===== src/hdl/mfdlm_pkg.sv =====
package mfdlm_pkg;

    localparam int DEDUP_DEPTH_DEF = 16;

    localparam int IN_TDATA_W  = 80;
    localparam int OUT_TDATA_W = 24;
    localparam int CFG_IDX_W   = 4;
    localparam int CFG_DATA_W  = 16;
    localparam int KEY_W       = 16;

    // register indexes
    localparam logic [CFG_IDX_W-1:0] CFG_CHANNEL_PREF    = 4'd0;
    localparam logic [CFG_IDX_W-1:0] CFG_REPEAT_ENABLE   = 4'd1;
    localparam logic [CFG_IDX_W-1:0] CFG_NO_SIGNAL_MS    = 4'd2;
    localparam logic [CFG_IDX_W-1:0] CFG_DWELL_MS        = 4'd3;
    localparam logic [CFG_IDX_W-1:0] CFG_MAX_HOPS        = 4'd4;
    localparam logic [CFG_IDX_W-1:0] CFG_MAX_REPEAT_LEN  = 4'd5;
    localparam logic [CFG_IDX_W-1:0] CFG_LIGHT_TYPE      = 4'd6;
    localparam logic [CFG_IDX_W-1:0] CFG_LIGHT_FRAME_LEN = 4'd7;

    // item kinds
    localparam logic ACT_FRAME = 1'b0;
    localparam logic ACT_TICK  = 1'b1;

    // channels and bar thresholds
    localparam logic [3:0]  CHAN_SCAN_A = 4'd11;
    localparam logic [3:0]  CHAN_SCAN_B = 4'd1;
    localparam logic [3:0]  CHAN_MAX    = 4'd14;
    localparam logic [31:0] BAR4_MS     = 32'd500;
    localparam logic [31:0] BAR3_MS     = 32'd1000;
    localparam logic [31:0] BAR2_MS     = 32'd2000;

    localparam logic [2:0] BARS_0 = 3'd0;
    localparam logic [2:0] BARS_1 = 3'd1;
    localparam logic [2:0] BARS_2 = 3'd2;
    localparam logic [2:0] BARS_3 = 3'd3;
    localparam logic [2:0] BARS_4 = 3'd4;

    // register reset values
    localparam logic [15:0] NO_SIGNAL_RST = 16'd3000;
    localparam logic [15:0] DWELL_RST     = 16'd2000;
    localparam logic [7:0]  MAX_HOPS_RST  = 8'd3;
    localparam logic [7:0]  MAX_LEN_RST   = 8'd250;

    typedef struct packed {
        logic        lt;
        logic        eq;
        logic [31:0] diff;
    } alu_res_t;

    function automatic int idx_w(input int depth);
        return (depth > 1) ? $clog2(depth) : 1;
    endfunction

endpackage


===== src/hdl/mfdlm_ram.sv =====
module mfdlm_ram #(
    parameter int WIDTH = 16,
    parameter int DEPTH = 16
) (
    input  logic                                   clk,
    input  logic                                   we,
    input  logic [mfdlm_pkg::idx_w(DEPTH)-1:0]     waddr,
    input  logic [WIDTH-1:0]                       wdata,
    input  logic [mfdlm_pkg::idx_w(DEPTH)-1:0]     raddr,
    output logic [WIDTH-1:0]                       rdata
);
    import mfdlm_pkg::*;

    logic [WIDTH-1:0] mem_reg [DEPTH];

    always_ff @(posedge clk)
    begin
        if (we)
        begin
            mem_reg[waddr] <= wdata;
        end
        rdata <= mem_reg[raddr];
    end

endmodule


===== src/hdl/mfdlm_alu.sv =====
module mfdlm_alu (
    input  logic [31:0]         a,
    input  logic [31:0]         b,
    output mfdlm_pkg::alu_res_t res
);
    import mfdlm_pkg::*;

    // subtract and compares work on the same operands; diff wraps
    always_comb
    begin
        res.diff = a - b;
        res.lt   = (a < b);
        res.eq   = (a == b);
    end

endmodule


===== src/hdl/mesh_frame_dedup_link_monitor_core.sv =====
// Channel   Dir  Handshake                      Payload
// s_axis    in   s_axis_tvalid/s_axis_tready    tdata: frame fields, tuser: item kind
// m_axis    out  m_axis_tvalid/m_axis_tready    tdata: one result item per input item
// cfg       in   cfg_valid/cfg_ready            cfg_index, cfg_data
//
// Good-header frame with nonzero sequence: walks the ring, one RAM read and one compare a cycle,
// and a duplicate ends the walk early.
// Tick: eight steps on the shared subtract/compare unit.
// Input is not ready while an item is in work, nor while a finished item waits for
// the previous result to be taken.
// Reset clears all control and link state; the ring holds no stale matches after reset.
module mesh_frame_dedup_link_monitor_core #(
    parameter int DEDUP_DEPTH = mfdlm_pkg::DEDUP_DEPTH_DEF
) (
    input  logic                              clk,
    input  logic                              rst_n,
    input  logic                              s_axis_tvalid,
    output logic                              s_axis_tready,
    // now_ms, header_ok, src_node, sequence_req, hop_cnt, msg_code,
    // frame_len, payload_ok, zero fill
    input  logic [mfdlm_pkg::IN_TDATA_W-1:0]  s_axis_tdata,
    // action
    input  logic [0:0]                        s_axis_tuser,
    output logic                              m_axis_tvalid,
    input  logic                              m_axis_tready,
    // duplicate, repeat_res, repeat_hop, deliver_light, signal_lost,
    // entered_no_signal, listen_channel, channel_switched, bar_level, zero fill
    output logic [mfdlm_pkg::OUT_TDATA_W-1:0] m_axis_tdata,
    input  logic                              cfg_valid,
    output logic                              cfg_ready,
    input  logic [mfdlm_pkg::CFG_IDX_W-1:0]   cfg_index,
    input  logic [mfdlm_pkg::CFG_DATA_W-1:0]  cfg_data
);
    import mfdlm_pkg::*;

    localparam int IW = idx_w(DEDUP_DEPTH);
    localparam int CW = $clog2(DEDUP_DEPTH + 1);

    localparam logic [1:0] ST_IDLE = 2'd0;
    localparam logic [1:0] ST_TICK = 2'd1;
    localparam logic [1:0] ST_SCAN = 2'd2;
    localparam logic [1:0] ST_FIN  = 2'd3;

    localparam logic [2:0] T_AGE    = 3'd0;
    localparam logic [2:0] T_GTNS   = 3'd1;
    localparam logic [2:0] T_LT500  = 3'd2;
    localparam logic [2:0] T_LT1000 = 3'd3;
    localparam logic [2:0] T_LT2000 = 3'd4;
    localparam logic [2:0] T_LTNS   = 3'd5;
    localparam logic [2:0] T_SWD    = 3'd6;
    localparam logic [2:0] T_DWELL  = 3'd7;

    logic [1:0]    state_reg, state_next;
    logic [2:0]    tstep_reg, tstep_next;
    logic [CW-1:0] scan_reg, scan_next;
    logic          hit_reg, hit_next;
    logic [7:0]    flags_reg, flags_next;
    logic [31:0]   age_reg, age_next;
    logic [31:0]   swd_reg, swd_next;

    logic        act_reg;
    logic [31:0] now_reg;
    logic        hdr_reg;
    logic [7:0]  src_reg;
    logic [7:0]  seq_reg;
    logic [7:0]  hop_reg;
    logic [7:0]  mt_reg;
    logic [7:0]  flen_reg;
    logic        pay_reg;

    logic [3:0]  pref_reg, pref_next;
    logic        rep_en_reg, rep_en_next;
    logic [15:0] ns_reg, ns_next;
    logic [15:0] dwell_reg, dwell_next;
    logic [7:0]  maxhop_reg, maxhop_next;
    logic [7:0]  maxlen_reg, maxlen_next;
    logic [7:0]  ltype_reg, ltype_next;
    logic [7:0]  llen_reg, llen_next;

    logic          heard_reg, heard_next;
    logic [31:0]   last_rx_reg, last_rx_next;
    logic          lost_reg, lost_next;
    logic [3:0]    chan_reg, chan_next;
    logic [31:0]   last_sw_reg, last_sw_next;
    logic [IW-1:0] wptr_reg, wptr_next;
    logic [CW-1:0] fill_reg, fill_next;

    logic                   out_valid_reg, out_valid_next;
    logic [OUT_TDATA_W-1:0] out_data_reg, out_data_next;

    logic          in_fire;
    logic          cfg_fire;
    logic          fin_fire;
    logic          ram_we;
    logic [KEY_W-1:0] ram_rdata;
    logic [KEY_W-1:0] key;
    logic [CW-1:0] prev_idx;
    logic [31:0]   alu_a, alu_b;
    alu_res_t      alu_res;

    logic        r_dup, r_rep, r_light, r_unique, r_enter, r_switch;
    logic [7:0]  r_hop;
    logic [2:0]  r_bars;
    logic [3:0]  r_chan;
    logic        r_lost;

    assign s_axis_tready = (state_reg == ST_IDLE);
    assign in_fire       = s_axis_tvalid && s_axis_tready;
    assign cfg_ready     = 1'b1;
    assign cfg_fire      = cfg_valid && cfg_ready;
    assign m_axis_tvalid = out_valid_reg;
    assign m_axis_tdata  = out_data_reg;
    assign fin_fire      = (state_reg == ST_FIN) && (!out_valid_reg || m_axis_tready);
    assign key           = {src_reg, seq_reg};
    assign prev_idx      = scan_reg - CW'(1);

    mfdlm_ram #(
        .WIDTH(KEY_W),
        .DEPTH(DEDUP_DEPTH)
    ) u_ring (
        .clk  (clk),
        .we   (ram_we),
        .waddr(wptr_reg),
        .wdata(key),
        .raddr(scan_reg[IW-1:0]),
        .rdata(ram_rdata)
    );

    mfdlm_alu u_alu (
        .a  (alu_a),
        .b  (alu_b),
        .res(alu_res)
    );

    // shared unit operand selection
    always_comb
    begin
        alu_a = now_reg;
        alu_b = last_rx_reg;
        if (state_reg == ST_SCAN)
        begin
            alu_a = 32'(ram_rdata);
            alu_b = 32'(key);
        end
        else if (state_reg == ST_TICK)
        begin
            unique case (tstep_reg)
                T_AGE:
                begin
                    alu_a = now_reg;
                    alu_b = last_rx_reg;
                end
                T_GTNS:
                begin
                    alu_a = 32'(ns_reg);
                    alu_b = age_reg;
                end
                T_LT500:
                begin
                    alu_a = age_reg;
                    alu_b = BAR4_MS;
                end
                T_LT1000:
                begin
                    alu_a = age_reg;
                    alu_b = BAR3_MS;
                end
                T_LT2000:
                begin
                    alu_a = age_reg;
                    alu_b = BAR2_MS;
                end
                T_LTNS:
                begin
                    alu_a = age_reg;
                    alu_b = 32'(ns_reg);
                end
                T_SWD:
                begin
                    alu_a = now_reg;
                    alu_b = last_sw_reg;
                end
                T_DWELL:
                begin
                    alu_a = swd_reg;
                    alu_b = 32'(dwell_reg);
                end
            endcase
        end
    end

    // result of the item in work
    always_comb
    begin
        r_unique = hdr_reg && !hit_reg;
        r_dup    = hdr_reg && hit_reg;
        r_rep    = r_unique && rep_en_reg && (hop_reg < maxhop_reg)
                   && (flen_reg <= maxlen_reg);
        r_hop    = r_rep ? (hop_reg + 8'd1) : 8'd0;
        r_light  = r_unique && (mt_reg == ltype_reg) && (flen_reg == llen_reg) && pay_reg;
        r_enter  = heard_reg && !lost_reg && flags_reg[T_GTNS];
        r_switch = !r_enter && (pref_reg == 4'd0) && (!heard_reg || lost_reg)
                   && !flags_reg[T_DWELL];
        r_chan   = chan_reg;
        r_lost   = 1'b0;
        r_bars   = BARS_4;
        if (act_reg == ACT_TICK)
        begin
            r_dup   = 1'b0;
            r_rep   = 1'b0;
            r_hop   = 8'd0;
            r_light = 1'b0;
            r_lost  = lost_reg || r_enter;
            if (r_switch)
            begin
                r_chan = (chan_reg == CHAN_SCAN_A) ? CHAN_SCAN_B : CHAN_SCAN_A;
            end
            priority if (!heard_reg)
                r_bars = BARS_0;
            else if (flags_reg[T_LT500])
                r_bars = BARS_4;
            else if (flags_reg[T_LT1000])
                r_bars = BARS_3;
            else if (flags_reg[T_LT2000])
                r_bars = BARS_2;
            else if (flags_reg[T_LTNS])
                r_bars = BARS_1;
            else
                r_bars = BARS_0;
        end
        else
        begin
            r_enter  = 1'b0;
            r_switch = 1'b0;
        end
    end

    assign ram_we = fin_fire && (act_reg == ACT_FRAME) && r_unique && (seq_reg != 8'd0);

    always_comb
    begin
        state_next     = state_reg;
        tstep_next     = tstep_reg;
        scan_next      = scan_reg;
        hit_next       = hit_reg;
        flags_next     = flags_reg;
        age_next       = age_reg;
        swd_next       = swd_reg;
        pref_next      = pref_reg;
        rep_en_next    = rep_en_reg;
        ns_next        = ns_reg;
        dwell_next     = dwell_reg;
        maxhop_next    = maxhop_reg;
        maxlen_next    = maxlen_reg;
        ltype_next     = ltype_reg;
        llen_next      = llen_reg;
        heard_next     = heard_reg;
        last_rx_next   = last_rx_reg;
        lost_next      = lost_reg;
        chan_next      = chan_reg;
        last_sw_next   = last_sw_reg;
        wptr_next      = wptr_reg;
        fill_next      = fill_reg;
        out_valid_next = out_valid_reg && !m_axis_tready;
        out_data_next  = out_data_reg;

        unique case (state_reg)
            ST_IDLE:
            begin
                if (in_fire)
                begin
                    hit_next   = 1'b0;
                    tstep_next = T_AGE;
                    scan_next  = '0;
                    priority if (s_axis_tuser[0] == ACT_TICK)
                        state_next = ST_TICK;
                    else if (s_axis_tdata[32] && (s_axis_tdata[48:41] != 8'd0))
                        state_next = ST_SCAN;
                    else
                        state_next = ST_FIN;
                end
            end
            ST_TICK:
            begin
                flags_next[tstep_reg] = alu_res.lt;
                if (tstep_reg == T_AGE)
                begin
                    age_next = alu_res.lt ? 32'd0 : alu_res.diff;
                end
                if (tstep_reg == T_SWD)
                begin
                    swd_next = alu_res.diff;
                end
                if (tstep_reg == T_DWELL)
                begin
                    state_next = ST_FIN;
                end
                else
                begin
                    tstep_next = tstep_reg + 3'd1;
                end
            end
            ST_SCAN:
            begin
                // read data is registered: it holds the entry at scan_reg - 1
                if ((scan_reg != '0) && alu_res.eq && (prev_idx < fill_reg))
                begin
                    hit_next   = 1'b1;
                    state_next = ST_FIN;
                end
                else if (scan_reg == CW'(DEDUP_DEPTH))
                begin
                    state_next = ST_FIN;
                end
                else
                begin
                    scan_next = scan_reg + CW'(1);
                end
            end
            ST_FIN:
            begin
                if (fin_fire)
                begin
                    out_valid_next = 1'b1;
                    out_data_next  = {3'b000, r_bars, r_switch, r_chan, r_enter, r_lost,
                                      r_light, r_hop, r_rep, r_dup};
                    lost_next      = r_lost;
                    chan_next      = r_chan;
                    state_next     = ST_IDLE;
                    if (act_reg == ACT_FRAME)
                    begin
                        heard_next   = 1'b1;
                        last_rx_next = now_reg;
                    end
                    if (r_enter || r_switch)
                    begin
                        last_sw_next = now_reg;
                    end
                    if (ram_we)
                    begin
                        wptr_next = (wptr_reg == IW'(DEDUP_DEPTH - 1)) ? '0
                                                                      : wptr_reg + IW'(1);
                        if (fill_reg != CW'(DEDUP_DEPTH))
                        begin
                            fill_next = fill_reg + CW'(1);
                        end
                    end
                end
            end
        endcase

        if (cfg_fire)
        begin
            unique case (cfg_index)
                CFG_CHANNEL_PREF:
                begin
                    pref_next = cfg_data[3:0];
                    priority if (cfg_data[3:0] == 4'd0)
                        chan_next = CHAN_SCAN_A;
                    else if (cfg_data[3:0] > CHAN_MAX)
                        chan_next = CHAN_MAX;
                    else
                        chan_next = cfg_data[3:0];
                end
                CFG_REPEAT_ENABLE:   rep_en_next = cfg_data[0];
                CFG_NO_SIGNAL_MS:    ns_next     = cfg_data;
                CFG_DWELL_MS:        dwell_next  = cfg_data;
                CFG_MAX_HOPS:        maxhop_next = cfg_data[7:0];
                CFG_MAX_REPEAT_LEN:  maxlen_next = cfg_data[7:0];
                CFG_LIGHT_TYPE:      ltype_next  = cfg_data[7:0];
                CFG_LIGHT_FRAME_LEN: llen_next   = cfg_data[7:0];
                default:
                begin
                end
            endcase
        end
    end

    always_ff @(posedge clk or negedge rst_n)
    begin
        if (!rst_n)
        begin
            state_reg     <= ST_IDLE;
            tstep_reg     <= T_AGE;
            scan_reg      <= '0;
            hit_reg       <= 1'b0;
            pref_reg      <= 4'd0;
            rep_en_reg    <= 1'b0;
            ns_reg        <= NO_SIGNAL_RST;
            dwell_reg     <= DWELL_RST;
            maxhop_reg    <= MAX_HOPS_RST;
            maxlen_reg    <= MAX_LEN_RST;
            ltype_reg     <= 8'd0;
            llen_reg      <= 8'd0;
            heard_reg     <= 1'b0;
            last_rx_reg   <= 32'd0;
            lost_reg      <= 1'b0;
            chan_reg      <= CHAN_SCAN_A;
            last_sw_reg   <= 32'd0;
            wptr_reg      <= '0;
            fill_reg      <= '0;
            out_valid_reg <= 1'b0;
        end
        else
        begin
            state_reg     <= state_next;
            tstep_reg     <= tstep_next;
            scan_reg      <= scan_next;
            hit_reg       <= hit_next;
            pref_reg      <= pref_next;
            rep_en_reg    <= rep_en_next;
            ns_reg        <= ns_next;
            dwell_reg     <= dwell_next;
            maxhop_reg    <= maxhop_next;
            maxlen_reg    <= maxlen_next;
            ltype_reg     <= ltype_next;
            llen_reg      <= llen_next;
            heard_reg     <= heard_next;
            last_rx_reg   <= last_rx_next;
            lost_reg      <= lost_next;
            chan_reg      <= chan_next;
            last_sw_reg   <= last_sw_next;
            wptr_reg      <= wptr_next;
            fill_reg      <= fill_next;
            out_valid_reg <= out_valid_next;
        end
    end

    always_ff @(posedge clk)
    begin
        flags_reg    <= flags_next;
        age_reg      <= age_next;
        swd_reg      <= swd_next;
        out_data_reg <= out_data_next;
        if (in_fire)
        begin
            act_reg  <= s_axis_tuser[0];
            now_reg  <= s_axis_tdata[31:0];
            hdr_reg  <= s_axis_tdata[32];
            src_reg  <= s_axis_tdata[40:33];
            seq_reg  <= s_axis_tdata[48:41];
            hop_reg  <= s_axis_tdata[56:49];
            mt_reg   <= s_axis_tdata[64:57];
            flen_reg <= s_axis_tdata[72:65];
            pay_reg  <= s_axis_tdata[73];
        end
    end

    a_fill_bound: assert property (@(posedge clk) disable iff (!rst_n)
        fill_reg <= CW'(DEDUP_DEPTH))
        else $error("ring fill count beyond depth");

    a_dup_drops: assert property (@(posedge clk) disable iff (!rst_n)
        (m_axis_tvalid && m_axis_tdata[0]) |-> (!m_axis_tdata[1] && !m_axis_tdata[10]))
        else $error("duplicate item also repeated or delivered");

    a_enter_lost: assert property (@(posedge clk) disable iff (!rst_n)
        (m_axis_tvalid && m_axis_tdata[12]) |-> (m_axis_tdata[11] && !m_axis_tdata[17]))
        else $error("no-signal entry without lost status or with a switch");

    a_hop_zero: assert property (@(posedge clk) disable iff (!rst_n)
        (m_axis_tvalid && !m_axis_tdata[1]) |-> (m_axis_tdata[9:2] == 8'd0))
        else $error("repeat hop set without rebroadcast");

    a_busy_after_accept: assert property (@(posedge clk) disable iff (!rst_n)
        in_fire |=> (state_reg != ST_IDLE))
        else $error("sequencer idle straight after accepting an item");

endmodule

===== config.mk =====
export PLATFORM = sky130hd
export DESIGN_NAME = mesh_frame_dedup_link_monitor_core
export DESIGN_NICKNAME = d
export VERILOG_FILES = /design/src/hdl/mfdlm_pkg.sv /design/src/hdl/mfdlm_ram.sv /design/src/hdl/mfdlm_alu.sv /design/src/hdl/mesh_frame_dedup_link_monitor_core.sv
export SDC_FILE = /design/constraint.sdc
export NUM_CORES = 1
export LEC_CHECK = 0
export BUFFER_PORTS_ARGS = -buffer_cell sky130_fd_sc_hd__buf_2
export CORE_ASPECT_RATIO = 1.75
export CORE_UTILIZATION = 30
export CTS_CLUSTER_DIAMETER = 120
export DETAILED_ROUTE_END_ITERATION = 10
export PLACE_DENSITY_LB_ADDON = 0.1
export SKIP_CTS_REPAIR_TIMING = 1
export SYNTH_ARGS = -nofsm -noshare
export SYNTH_HDL_FRONTEND = slang
export SYNTH_HIERARCHICAL = 1
export SYNTH_SLANG_ARGS = --single-unit

===== constraint.sdc =====
create_clock -name clk -period 5.8 [get_ports clk]
set_input_delay 0.58 -clock clk [delete_from_list [all_inputs] [get_ports clk]]
set_output_delay 0.58 -clock clk [all_outputs]
set_load 0.005 [all_outputs]

==> results of run 1 <==
[area by class of cell]
cell class	instances	share of cell area [%]
sequential	598	54.4
tap	1176	4.70
inverter	85	1.03
clock buffer	80	5.32
multi-input combinational	1196	30.2
timing repair buffer	184	3.57
clock inverter	31	0.870
[kinds of logic after synthesis]
kind of cell    after synthesis  share of synthesized area, %
compound gates              383                          9.33
xor+xnor                     51                          1.64
fa+ha+maj                    74                          3.43
buf+inv                     194                          3.02
flops                       598                          62.6
mux                         211                          11.5
other cells                   2                        0.0276
simple gates                473                          8.51
[final timing paths]
check | from | to | slack (ns) | cells past startpoint
setup / recovery | tstep_reg[1] | state_reg[0] | 0.68 | 18
setup reg to reg | tstep_reg[1] | state_reg[0] | 0.68 | 18
hold reg to reg | pref_reg[1] | pref_reg[1] | 0.49 | 2
hold / removal | rst_n | fill_reg[0] | -0.03 | 1
min in group clk | s_axis_tdata[4] | now_reg[4] | 0.10 | 1
max in group asynchronous | rst_n | scan_reg[0] | 4.54 | 2
[report_power, final]
group          total, µW  internal (µW)  switching (µW)
registers           6540           5950             587
logic               8790           3500            5290
clock network       3890           2190            1700
[per-layer routing]
metal | GRT usage, % | vias up | routed length [µm]
met3 | 1.88 | 123 | 2090
met1 | 17.3 | 8573 | 28000
met5 | 0 | - | 0
met4 | 5.68 | 0 | 2290
met2 | 33.6 | 311 | 44200
li1 | - | 7769 | -
[per-stage QoR]
stage | hold slack [ns] | cells | instance area, µm²
floorplan | 0.284 | 1988 | 27200
global placement | 0.462 | 3239 | 29400
detailed placement | 0.470 | 3239 | 29400
CTS | -0.00115 | 3350 | 31300
global route | 0.0170 | 3350 | 31300
finish | -0.0343 | 3350 | 31300
[worst max-delay path, delay by kind of cell, from the launching register on]
family / cells / cell delay [ns]
AND/OR/NAND/NOR: 6 / 1.47
buffers and inverters: 4 / 0.72
multiplexers: 1 / 0.14
flip-flops: 1 / 0.54
adder cells (fa/ha/maj): 2 / 0.72
AO/OA/AOI/OAI: 5 / 1.38
[layout by cell type, fill, tap and decap left out, types with 11 or more instances in the layout]
| cell | instances |
|---|---|
| edfxtp_1 | 422 |
| mux2_2 | 139 |
| nand2_1 | 135 |
| dfrtp_1 | 134 |
| buf_2 | 121 |
| nor2_1 | 116 |
| a21oi_1 | 109 |
| inv_1 | 82 |
| o21ai_0 | 74 |
| ha_1 | 71 |
| a22oi_1 | 69 |
| clkbuf_16 | 60 |
| buf_4 | 59 |
| mux4_2 | 54 |
| nor2b_1 | 38 |
| nor3_1 | 35 |
| xnor2_1 | 34 |
| nand3_1 | 31 |
| dfstp_2 | 24 |
| a221oi_1 | 21 |
| and3_1 | 17 |
| xor2_1 | 17 |
| clkinv_2 | 17 |
| nand4_1 | 16 |
| dfxtp_1 | 16 |
| nand2b_1 | 14 |
| nor4_1 | 14 |
| a21o_1 | 14 |
| clkbuf_1 | 11 |
==> qor.yml, run 1 <==
dieArea_um2: 92000
layout.nets: 2304
core_area_um2: 89600
drcViolationCount: 0
syn_inst: 1986
crit_required_ns: 6.31
synthArstFlopShare_pct: 26.8
antenna_found_initial: 0
multi_input_area_um2: 9450
synth_top_cell_by_area: "edfxtp_1"
routabilityCongestion: 0.884
numClockSinks: 598
synth_top_cells_by_count: "edfxtp_1, mux2_2, dfrtp_1"
clk_path_buf_depth: 3
hold_class: "input port to async pin"
final_core_util_pct: 35.0
leakage_uw: 0.0114
vias_per_cell: 5.01
grt_usage_pct: 16.7
cpMaxStageDelayCell: "dfrtp_1"
grt_overflow_total: 0
initial_utilization_pct: 30.4
syn_area_um2: 27200
n_fill_cell: 8820
path_class: "flip-flop to flip-flop"
synth_top_area_share_pct: 46.6
worst_pin_slew_ns: 1.09
relSlewSlack_pct: 27.1
diodes: 0
io_buffer_count: 122
path_cells: "inv_1 -> ha_1 -> nor2b_2 -> o41ai_2 -> buf_4 -> a221oi_1 -> nor3_1 -> inv_1 -> ha_1 -> nand2_1 -> nor3_1 -> and4_1 -> and3_1 -> inv_1 -> a211oi_1 -> o21ai_0 -> o31a_1 -> mux2i_1"
rows: 145
cp.arrival_ns: 5.63
cts_tree: "built"
rsz0062_at_grt: "no"
yosysUniqueCellTypes: 85
ys_seq_elements: 598
max_stage_delay_ns: 0.54
ys_top_cells_by_area: "edfxtp_1, dfrtp_1, mux2_2, mux4_2, ha_1"
total_power_uw: 19200
drive_above_1_share_pct: 24.6
ys_seq_area_share_pct: 62.6
seqCellArea_um2: 17000
skew_ns: 0.0358
fin_crit_sh_pct: 88.3
synth_enable_flop_cells: 422
grt_pass1_vias: 17900
htree_levels: 2
die_h_um: 400
hold_viol_final: 9
grt_pass1_wl_um: 115000
setup_violations: 0
synth_warnings: 6
path_common_cell: "inv_1"
num_vias: 16800
fin_tns_setup_ns: 0
dp_hpwl_um: 54000
violations: "negative hold slack"
period_needed_ns: 5.12
cts_made_buffers: 59
synth_most_common_cell: "edfxtp_1"
die_w_um: 230
grt_max_degree: 84
hold_slack_ns: -0.0343
status: "finished, violations left"
worst_setup_path_end_kind: "flip-flop"
vdd_ir_drop_max_mv: 0.301
io_pins: 133
wl_um: 76600
largest_reg_flops: 256
worst_slack_ns: 0.679
syn_to_final_growth_pct: 15.1
path_max_fanout: 18
clkTransAtPathRegs_ns: 0.07
drv_slew: 0
cts_root_buf: "clkbuf_16"
post_synth.cell_area_avg_um2: 13.7
worstSetupStartpointType: "flip-flop"
ys.flop_type: "edfxtp_1"
power_density_nw_per_um2: 613
drtAntennaViolNets: 0
clock.fmax_mhz: 195
max-cap-violations: 0
drt_iter0_drc: 1052
dr.pass1.iters: 5
dp_slack_ns: 0.627
avgRoutedWirePerCell_um: 22.9
insertion_delay_ns: 0.65
(Power assumes the default switching activity.)
==> run 2: changes to the inputs <==
- GPL_TIMING_DRIVEN: unset -> 0
==> run 2 against run 1 <==
Net effect: the run now ends clean; hold slack better by 0.14 ns; sequential share of layout area is 1.0 points lower; sequential cell count stayed put; via count is 3.5% higher; non-clock buffer count is 72 higher; core utilization is 0.67 points higher; global-route usage is 2.0 points higher; first-iteration DRC count is 11% lower; critical path type unchanged; largest power group unchanged; highest routed layer unchanged.
==> qor.yml, run 2 (synthesis gave the netlist of run 1 again) <==
status: "complete, no violations"
worst_pin_slew_ns: 0.987
drive_above_1_share_pct: 24.9
grt_pass1_vias: 18500
layout.nets: 2376
avgRoutedWirePerCell_um: 25.0
clkTransAtPathRegs_ns: 0.07
grt_pass1_wl_um: 126000
grt_overflow_total: 0
stdcell_count: 3422
period_needed_ns: 5.66
vdd_ir_drop_max_mv: 0.251
crit_required_ns: 6.29
routabilityCongestion: 0.911
worstSetupStartpointType: "flip-flop"
cts_root_buf: "clkbuf_16"
die_w_um: 230
insertion_delay_ns: 0.65
fin_tns_setup_ns: 0
fin_crit_sh_pct: 97.6
setup_violations: 0
io_buffer_count: 121
n_fill_cell: 8802
dp_slack_ns: -2.39
relSlewSlack_pct: 34.2
clk_path_buf_depth: 3
cts_tree: "built"
power_density_nw_per_um2: 617
num_vias: 17400
skew_ns: 0.0248
rows: 145
place_area_um2: 29800
drv_slew: 0
final_common_cell: "edfxtp_1"
die_h_um: 400
dp_cells: 3309
io_pins: 133
drtAntennaViolNets: 0
leakage_uw: 0.0116
initial_utilization_pct: 30.4
drt_iter0_drc: 940
max-cap-violations: 0
hold_viol_final: 0
core_area_um2: 89600
htree_levels: 2
final_cell_area_um2: 31900
largest_reg_flops: 256
drcViolationCount: 0
dr.pass1.iters: 5
hold_class: "input port to flip-flop"
worst_slack_ns: 0.141
vias_per_cell: 5.08
grt_max_degree: 89
worst_setup_path_end_kind: "flip-flop"
antenna_found_initial: 1
final_core_util_pct: 35.6
dp_hpwl_um: 64000
grt_usage_pct: 18.7
cp.arrival_ns: 6.15
path_max_fanout: 10
most-common-layout-cells: "edfxtp_1, mux2_2, buf_2"
syn_to_final_growth_pct: 17.3
clock.fmax_mhz: 177
numClockSinks: 598
cts_made_buffers: 59
wl_um: 85500
diodes: 0
path_class: "flip-flop to flip-flop"
dieArea_um2: 92000
run 2: worst paths after layout:
check                           slack (ns)           to  cells past startpoint             start
worst max-delay path                  0.14  age_reg[31]                     18      tstep_reg[2]
worst min-delay path                  0.10   src_reg[7]                      1  s_axis_tdata[40]
worst max register to register        0.14  age_reg[31]                     18      tstep_reg[2]
worst min register to register        0.49  pref_reg[2]                      2       pref_reg[2]
max in group asynchronous             4.32    ns_reg[9]                      3             rst_n
min in group asynchronous             0.54  fill_reg[4]                      2             rst_n
run 2: stage by stage:
step           total power (µW)  hold WS (ns)
2_1_floorplan             12600         0.284
3_3_place_gp              15500         0.464
3_5_place_dp              15700         0.468
4_1_cts                   19700       -0.0512
5_1_grt                   20900        0.0583
6_report                  19700         0.103
run 2: area by class of cell:
class / count / area (µm²) / share of cell area [%]
Multi-Input combinational cell: 1196 / 9520 / 29.8
Inverter: 85 / 325 / 1.02
Clock inverter: 34 / 305 / 0.956
Tap cell: 1176 / 1470 / 4.61
Timing Repair Buffer: 150 / 1090 / 3.43
Clock buffer: 77 / 1650 / 5.16
Sequential cell: 598 / 17000 / 53.3
Buffer: 106 / 544 / 1.70
run 2: power by group:
part | internal (µW) | total (µW) | switching, µW | leakage [µW]
Combinational | 3580 | 9230 | 5650 | 0.00476
Clock | 2220 | 3950 | 1730 | 0.000951
Sequential | 5950 | 6520 | 568 | 0.00588
Total | 11800 | 19700 | 7940 | 0.0116
run 2: metal layers:
layer,track usage (%),vias up,part of all wire [%]
met5,0,-,0
met4,7.51,0,4.1
met3,2.32,148,2.6
met2,37.9,349,58
met1,18.7,8936,35
li1,-,7936,-
run 2: critical path, cell delays in order, from the launching register on:
cell	delay (ns)
dfrtp_1	0.47
buf_4	0.29
clkbuf_4	0.30
clkinvlp_4	0.24
ha_1	0.37
o41ai_4	0.38
buf_4	0.19
clkbuf_4	0.28
a21oi_1	0.13
o21ai_0	0.17
inv_1	0.06
ha_1	0.35
a21o_2	0.22
a21oi_1	0.51
nand4_1	0.39
and4_1	0.39
o2111a_1	0.26
nor4_1	0.30
nor2b_1	0.19
